`src/hdl/assert_macros.svh`:
```
// Assertion macros used by the checksum engine top level.
`ifndef ASSERT_MACROS_SVH
`define ASSERT_MACROS_SVH

`ifndef SYNTHESIS

`define ASSERT_CLK(label, clk, rst_n, prop, msg) \
	label: assert property (@(posedge clk) disable iff (!rst_n) prop) else $error(msg);

`define ASSERT_NEVER(label, clk, rst_n, expr, msg) \
	label: assert property (@(posedge clk) disable iff (!rst_n) !(expr)) else $error(msg);

`else

`define ASSERT_CLK(label, clk, rst_n, prop, msg)

`define ASSERT_NEVER(label, clk, rst_n, expr, msg)

`endif

`endif

```
`src/hdl/mmce_pkg.sv`:
```
// Types, constants and CRC step functions for the multi-mode checksum engine.
`timescale 1ns / 1ps

package mmce_pkg;

	localparam logic [2:0] MODE_NONE     = 3'd0;
	localparam logic [2:0] MODE_CRC_REFL = 3'd1;
	localparam logic [2:0] MODE_WORD_SUM = 3'd2;
	localparam logic [2:0] MODE_BYTE_SUM = 3'd3;
	localparam logic [2:0] MODE_CRC_SKIP = 3'd4;

	localparam logic [1:0] REG_MODE      = 2'd0;
	localparam logic [1:0] REG_CRC_POLY  = 2'd1;
	localparam logic [1:0] REG_LE_WORDS  = 2'd2;
	localparam logic [1:0] REG_SKIP_ADDR = 2'd3;

	localparam logic [15:0] DEF_REFL_POLY = 16'h8408;
	localparam logic [15:0] SKIP_CRC_POLY = 16'h1021;
	localparam logic [31:0] DEF_SKIP_ADDR = 32'h0000_0046;
	localparam logic [31:0] SKIP_DISABLED = 32'hFFFF_FFFF;
	localparam logic [15:0] ALL_ONES_16   = 16'hFFFF;

	localparam logic [2:0]  RST_MODE      = MODE_CRC_REFL;
	localparam logic [15:0] RST_CRC_POLY  = 16'h8408;
	localparam logic        RST_LE_WORDS  = 1'b0;
	localparam logic [31:0] RST_SKIP_ADDR = 32'd70;

	typedef struct packed {
		logic [2:0]  mode;
		logic [15:0] crc_polynomial;
		logic        little_endian_words;
		logic [31:0] skip_address;
	} cfg_t;

	typedef struct packed {
		logic [31:0] acc;
		logic [31:0] idx;
		logic [7:0]  held;
	} st_t;

	// LSB-first CRC-16, one byte
	function automatic logic [15:0] crc_refl_byte(input logic [15:0] crc_in,
			input logic [7:0] b, input logic [15:0] poly);
		logic [15:0] crc;
		crc = crc_in ^ {8'h00, b};
		for (int k = 0; k < 8; k++) begin
			if (crc[0]) begin
				crc = (crc >> 1) ^ poly;
			end else begin
				crc = crc >> 1;
			end
		end
		return crc;
	endfunction

	// MSB-first CRC-16 with fixed polynomial, one byte
	function automatic logic [15:0] crc_msb_byte(input logic [15:0] crc_in,
			input logic [7:0] b);
		logic [15:0] crc;
		crc = crc_in ^ {b, 8'h00};
		for (int k = 0; k < 8; k++) begin
			if (crc[15]) begin
				crc = (crc << 1) ^ SKIP_CRC_POLY;
			end else begin
				crc = crc << 1;
			end
		end
		return crc;
	endfunction

endpackage

```
`src/hdl/mmce_cfg.sv`:
```
// Configuration register file of the checksum engine.
`timescale 1ns / 1ps

module mmce_cfg (
	input  logic                clk,
	input  logic                arst_n,
	input  logic                cfg_we,
	input  logic [1:0]          cfg_addr,
	input  logic [31:0]         cfg_wdata,
	output mmce_pkg::cfg_t      cfg
);

	mmce_pkg::cfg_t cfg_q;

	always_ff @(posedge clk or negedge arst_n) begin
		if (!arst_n) begin
			cfg_q.mode                <= mmce_pkg::RST_MODE;
			cfg_q.crc_polynomial      <= mmce_pkg::RST_CRC_POLY;
			cfg_q.little_endian_words <= mmce_pkg::RST_LE_WORDS;
			cfg_q.skip_address        <= mmce_pkg::RST_SKIP_ADDR;
		end else if (cfg_we) begin
			case (cfg_addr)
				mmce_pkg::REG_MODE:      cfg_q.mode                <= cfg_wdata[2:0];
				mmce_pkg::REG_CRC_POLY:  cfg_q.crc_polynomial      <= cfg_wdata[15:0];
				mmce_pkg::REG_LE_WORDS:  cfg_q.little_endian_words <= cfg_wdata[0];
				mmce_pkg::REG_SKIP_ADDR: cfg_q.skip_address        <= cfg_wdata;
				default: begin
				end
			endcase
		end
	end

	assign cfg = cfg_q;

endmodule

```
`src/hdl/mmce_core.sv`:
```
// Per-byte update of the running checksum state and the result it would give.
`timescale 1ns / 1ps

module mmce_core (
	input  mmce_pkg::cfg_t cfg,
	input  mmce_pkg::st_t  st,
	input  logic [7:0]     data_byte,
	input  logic           last,
	output mmce_pkg::st_t  st_nxt,
	output logic [31:0]    result
);

	logic [31:0] acc0;
	logic [15:0] poly;
	logic [31:0] skip;
	logic [7:0]  crc_in_byte;
	logic [15:0] word;
	logic [15:0] sum16;
	logic [17:0] cnt_sum;
	logic [15:0] count;
	logic [15:0] low16;
	logic [15:0] crc16;

	always_comb begin
		// first byte of a block loads the start value of the current mode
		if (st.idx == 32'd0) begin
			acc0 = (cfg.mode == mmce_pkg::MODE_CRC_REFL) ? 32'h0000_FFFF : 32'd0;
		end else begin
			acc0 = st.acc;
		end

		poly = (cfg.crc_polynomial != 16'd0) ? cfg.crc_polynomial : mmce_pkg::DEF_REFL_POLY;
		skip = (cfg.skip_address != 32'd0) ? cfg.skip_address : mmce_pkg::DEF_SKIP_ADDR;

		crc_in_byte = data_byte;
		if (skip != mmce_pkg::SKIP_DISABLED &&
				(st.idx == skip || st.idx == skip + 32'd1)) begin
			crc_in_byte = 8'h00;
		end

		word = cfg.little_endian_words ? {data_byte, st.held} : {st.held, data_byte};
		// word count is (idx + 1) / 2 taken mod 2^16
		cnt_sum = {1'b0, st.idx[16:0]} + 18'd1;
		count   = cnt_sum[16:1];

		st_nxt = st;
		st_nxt.acc = acc0;
		result = 32'd0;
		sum16 = 16'd0;
		low16 = 16'd0;
		crc16 = 16'd0;

		case (cfg.mode)
			mmce_pkg::MODE_CRC_REFL: begin
				crc16 = mmce_pkg::crc_refl_byte(acc0[15:0], data_byte, poly);
				st_nxt.acc = {16'd0, crc16};
				result = {16'd0, ~crc16};
			end
			mmce_pkg::MODE_WORD_SUM: begin
				// a held first byte leaves the full accumulator untouched
				if (st.idx[0]) begin
					sum16 = acc0[15:0] + word;
					st_nxt.acc = {16'd0, sum16};
				end else begin
					sum16 = acc0[15:0];
					st_nxt.held = data_byte;
				end
				low16 = 16'd0 - count - sum16;
				result = {(sum16 == mmce_pkg::ALL_ONES_16) ? 16'd0 : sum16,
					(low16 == mmce_pkg::ALL_ONES_16) ? 16'd0 : low16};
			end
			mmce_pkg::MODE_BYTE_SUM: begin
				st_nxt.acc = acc0 + {24'd0, data_byte};
				result = st_nxt.acc;
			end
			mmce_pkg::MODE_CRC_SKIP: begin
				crc16 = mmce_pkg::crc_msb_byte(acc0[15:0], crc_in_byte);
				st_nxt.acc = {16'd0, crc16};
				result = {16'd0, crc16};
			end
			default: begin
				result = 32'd0;
			end
		endcase

		if (last) begin
			st_nxt.idx  = 32'd0;
			st_nxt.held = 8'h00;
		end else begin
			st_nxt.idx = st.idx + 32'd1;
		end
	end

endmodule

```
`src/hdl/multi_mode_checksum_engine_top.sv`:
```
// Top level of the multi-mode checksum engine: input stage, block state, result register.
//
//  channel   dir  tdata fields (low bit up)     tuser  tlast
//  s_axis    in   data_byte[7:0]                -      last
//  m_axis    out  checksum[31:0]                -      -
//  cfg       in   write enable, index [1:0], data [31:0]
//
// One byte per cycle while m_axis holds back no byte marked last; the accumulator update
// (eight unrolled CRC steps or one add) is combinational, which sets that rate.
// The checksum is registered in m_data_q as the byte marked last leaves the input stage.
// arst_n clears the block state to the start of a block and the configuration to defaults.
// A stalled m_axis holds back only a byte marked last; other bytes keep flowing.
`timescale 1ns / 1ps
`include "assert_macros.svh"

module multi_mode_checksum_engine_top (
	input  logic        clk,
	input  logic        arst_n,
	input  logic        s_axis_tvalid,
	output logic        s_axis_tready,
	input  logic [7:0]  s_axis_tdata,  // [7:0] data_byte
	input  logic        s_axis_tlast,
	output logic        m_axis_tvalid,
	input  logic        m_axis_tready,
	output logic [31:0] m_axis_tdata,  // [31:0] checksum
	input  logic        cfg_we,
	input  logic [1:0]  cfg_addr,
	input  logic [31:0] cfg_wdata
);

	mmce_pkg::cfg_t cfg;
	mmce_pkg::st_t  st_q;
	mmce_pkg::st_t  st_nxt;
	logic [31:0]    result;

	logic        valid_s1;
	logic [7:0]  byte_s1;
	logic        last_s1;
	logic        adv;
	logic        m_valid_q;
	logic [31:0] m_data_q;

	mmce_cfg u_cfg (
		.clk       (clk),
		.arst_n    (arst_n),
		.cfg_we    (cfg_we),
		.cfg_addr  (cfg_addr),
		.cfg_wdata (cfg_wdata),
		.cfg       (cfg)
	);

	mmce_core u_core (
		.cfg       (cfg),
		.st        (st_q),
		.data_byte (byte_s1),
		.last      (last_s1),
		.st_nxt    (st_nxt),
		.result    (result)
	);

	// a byte without last never waits on the output side
	assign adv = valid_s1 && (!last_s1 || !m_valid_q || m_axis_tready);
	assign s_axis_tready = !valid_s1 || adv;

	always_ff @(posedge clk or negedge arst_n) begin
		if (!arst_n) begin
			valid_s1 <= 1'b0;
		end else if (s_axis_tready) begin
			valid_s1 <= s_axis_tvalid;
		end
	end

	always_ff @(posedge clk) begin
		if (s_axis_tvalid && s_axis_tready) begin
			byte_s1 <= s_axis_tdata;
			last_s1 <= s_axis_tlast;
		end
	end

	always_ff @(posedge clk or negedge arst_n) begin
		if (!arst_n) begin
			st_q.acc  <= 32'h0000_FFFF;
			st_q.idx  <= 32'd0;
			st_q.held <= 8'h00;
		end else if (adv) begin
			st_q <= st_nxt;
		end
	end

	always_ff @(posedge clk or negedge arst_n) begin
		if (!arst_n) begin
			m_valid_q <= 1'b0;
		end else if (adv && last_s1) begin
			m_valid_q <= 1'b1;
		end else if (m_axis_tready) begin
			m_valid_q <= 1'b0;
		end
	end

	always_ff @(posedge clk) begin
		if (adv && last_s1) begin
			m_data_q <= result;
		end
	end

	assign m_axis_tvalid = m_valid_q;
	assign m_axis_tdata  = m_data_q;

	`ASSERT_CLK(a_idx_restart, clk, arst_n, (adv && last_s1) |=> (st_q.idx == 32'd0), "byte index not cleared after last byte")
	`ASSERT_CLK(a_held_clear, clk, arst_n, (adv && last_s1) |=> (st_q.held == 8'h00), "held byte not cleared after last byte")
	`ASSERT_CLK(a_out_source, clk, arst_n, $rose(m_valid_q) |-> $past(adv && last_s1), "result raised without a last byte")
	`ASSERT_NEVER(a_no_overwrite, clk, arst_n, adv && last_s1 && m_valid_q && !m_axis_tready, "pending result overwritten")

endmodule
```
`config.mk`:
```
export PLATFORM = sky130hd
export DESIGN_NAME = multi_mode_checksum_engine_top
export DESIGN_NICKNAME = d
export VERILOG_FILES = /design/src/hdl/mmce_pkg.sv /design/src/hdl/mmce_cfg.sv /design/src/hdl/mmce_core.sv /design/src/hdl/multi_mode_checksum_engine_top.sv
export VERILOG_INCLUDE_DIRS = /design/src /design/src/hdl
export SDC_FILE = /design/constraint.sdc
export NUM_CORES = 1
export LEC_CHECK = 0
export ABC_AREA = 1
export BUFFER_PORTS_ARGS = -buffer_cell sky130_fd_sc_hd__buf_2
export CORE_MARGIN = 4
export CORE_UTILIZATION = 50
export DETAILED_ROUTE_END_ITERATION = 8
export PLACE_DENSITY = 0.72
export SETUP_SLACK_MARGIN = 0.5
export SLEW_MARGIN = 20
export SYNTH_ARGS = -nofsm -noshare
export SYNTH_HDL_FRONTEND = slang
export SYNTH_SLANG_ARGS = --single-unit
```
`constraint.sdc`:
```
create_clock -name clk -period 18.1 [get_ports clk]
set_input_delay 1.81 -clock clk [delete_from_list [all_inputs] [get_ports clk]]
set_output_delay 1.81 -clock clk [all_outputs]
set_load 0.05 [all_outputs]
```
==> results.ini <==
[timing]
skew_ns = 0.0158
max_slew_margin_pct = 19.5
hold_viol = 0
fin_crit_sh_pct = 39.5
timing.fmax_ghz = 0.140
maxSlewViolCount = 0
finalSetupViolCount = 0
fin_crit_ns = 7.15
rsz0062_at_grt = no
worst_pin_slew_ns = 1.20
totalNegativeSetupSlack_ns = 0

[global_routing]
top_usage_layer = met2
grt_pass1_wl_mm = 84.3
grt_max_degree = 70
met1_usage_pct = 45.4
gr-usage-met3_pct = 6.61
gr-usage-all-layers_pct = 32.1
grt-ovfl-total = 0
grt_antenna_before_repair = 1
met2_usage_pct = 48.3
grt_pass1_vias = 15100

[drt]
final_antenna_net_count = 0
drt_iter0_markers = 1686
firstDrtPassIters = 6
vias = 16300
drt-total-wl_mm = 54.7
wire_per_inst_um = 19.5
drc = 0
vias_per_cell = 5.79

[finish]
post-route-util_pct = 55.4
drive_gt1_share_pct = 10.7
multi_input_area_mm2 = 0.00943
fin_cells = 2812
antenna_cells = 0
stdcell_area_mm2 = 0.0166
final_nets = 2514
fillers = 3026
seq_area_mm2 = 0.00441
syn2layout_area_growth_pct = 8.07

[synth]
synthCells = 2360
yosys.area.top_type_share_pct = 16.8
synthSimpleGateAreaFrac_pct = 36.9
synth_top_family_by_area = simple AND/OR/NAND/NOR gates
synth.area.top_cells = dfrtp_1 (17%), nand2_1 (16%), edfxtp_1 (8.0%)
synth-edff-count = 41
synth-warning-count = 0
synth_seq_cells = 167
synth_compound_area_share_pct = 11.8
synth_top_area_cell = dfrtp_1
synth_adder_area_share_pct = 4.73
synthXorXnorAreaFrac_pct = 7.11
syn_nets = 2465
synthArstFlopShare_pct = 75.4
synth_area_mm2 = 0.0154
synth_mux_area_share_pct = 0.659
synth-seq-area-share_pct = 28.7
synth_common_cells = nand2_1 (674), inv_1 (290), nor2_1 (221), nand3_1 (204), o21ai_0 (173)
synthFlopType = dfrtp_1
synth.distinct_cells = 61
avgSynthCellArea_um2 = 6.52
yosysMostFrequentCell = nand2_1

[setup_path]
crit_family = compound AO/OA/AOI/OAI gates
cpPeakStageDelay_ns = 0.56
crit_slowest_cell = dfstp_2
r2r_start = u_cfg.cfg[49]
critPathRequiredTime_ns = 18.29
crit_arrival_ns = 7.34
worst_path_most_repeated_cell = a21oi_1
crit_end = m_axis_tdata[12]
crit_type = reg2reg
worstSetupEndpointType = flop
worst_r2r_path_depth = 31
r2r-end = m_axis_tdata[12]
start_kind = flop
crit_buf_inv = 7
path_depth = 31
reg2reg_setup_slack_ns = 10.95
startpoint = u_cfg.cfg[49]
cp_max_fo = 25

[worst_hold_path]
hold_path_class = reg2reg

[clock_tree]
postCtsHoldBufs = 0
cts.htree.levels = 4
post-cts-setup-buffers = 0
cts_root_buf = clkbuf_16
clk_latency_ns = 0.46
cts_resized = 0
cts_sinks = 167
clock_path_buffers = 2
cts_tree = yes
cts_made_buffers = 17
clk_pin_slew_ns = 0.08

[floorplan]
fp.dieW_um = 183
die_y_um = 183
dieArea_mm2 = 0.0336
core_area_mm2 = 0.0300
std_cell_rows = 63
start_util_pct = 51.2
ios = 82

[place]
gp_congestion = 0.979
io_buffers = 81
place_area_mm2 = 0.0161
hpwl_mm = 43.0
placedCellCount = 2780

[pwr]
powerDensity_mw_per_mm2 = 209
ir_drop_v = 0.000299
p_leak_nw = 8.08

[outcome]
status = completed

[run]
cap_violations = 0

==> area by class of cell <==
class,instances,area share (%)
clock buffer,18,2.58
clock inverter,14,0.835
inverter,322,7.31
multi-input combinational,1807,56.7
sequential,167,26.5
tap,390,2.93
timing repair buffer,94,3.06
==> power breakdown <==
part	internal [W]	switching, W	total [W]	leakage, nW
Clock	0.000194	0.000181	0.000375	0.285
Sequential	0.000473	0.0000798	0.000553	1.98
Combinational	0.000785	0.00176	0.00255	5.82
==> state kept, by name, indices dropped and copies added, names as in the netlist <==
register and flops:
last_s1 1, st_q 72, m_axis_tdata 32, m_axis_tvalid 1, u_cfg.cfg 52, byte_s1 8, valid_s1 1
==> kinds of logic (layout without fill, tap and decap cells) <==
kind of cell,count (synthesis),in the layout
AO/OA/AOI/OAI,330,330
XOR/XNOR,124,124
adder cells (fa/ha/maj),57,57
AND/OR/NAND/NOR,1287,1287
flip-flops,167,167
multiplexers,9,9
buffers and inverters,386,448
==> placed cells by master, fill, tap and decap left out, drive strengths merged, types with 52 or more instances in the layout <==
master	n
xor2	72
nand3	213
ha	55
dfrtp	103
nor2	234
buf	94
a21oi	71
nand2	698
o21ai	197
inv	327
xnor2	52
==> how the worst min path moves through the flow <==
| stage | from | to | slack, ns | cells past startpoint |
|---|---|---|---|---|
| 2_1_floorplan | st_q[50] | st_q[50] | 0.44 | 2 |
| 3_3_place_gp | st_q[50] | st_q[50] | 0.46 | 2 |
| 3_5_place_dp | st_q[46] | st_q[46] | 0.46 | 2 |
| 4_1_cts | st_q[40] | st_q[40] | 0.47 | 2 |
| 5_1_grt | st_q[50] | st_q[50] | 0.48 | 2 |
| 6_report | st_q[50] | st_q[50] | 0.48 | 2 |
==> worst min-delay path: cells and delay by family, from the launching register on <==
family | cells | cell delay [ns]
and+or+nand+nor | 2 | 0.11
DFF | 1 | 0.38
==> per-layer routing <==
layer	vias up	wire, um
met3	154	5180
met5	-	11
met1	7548	24200
li1	7768	-
met4	2	2190
met2	814	23200
==> metrics by stage <==
stage          total power [W]  setup WS, ns  hold slack [ns]
5_1_grt                0.00375         10.37            0.478
3_5_place_dp           0.00302         11.09            0.459
6_report               0.00347         10.95            0.478
2_1_floorplan          0.00239         12.40            0.445
3_3_place_gp           0.00300         11.24            0.456
4_1_cts                0.00341         11.05            0.470
No activity file was read; power rests on OpenSTA's default activity.
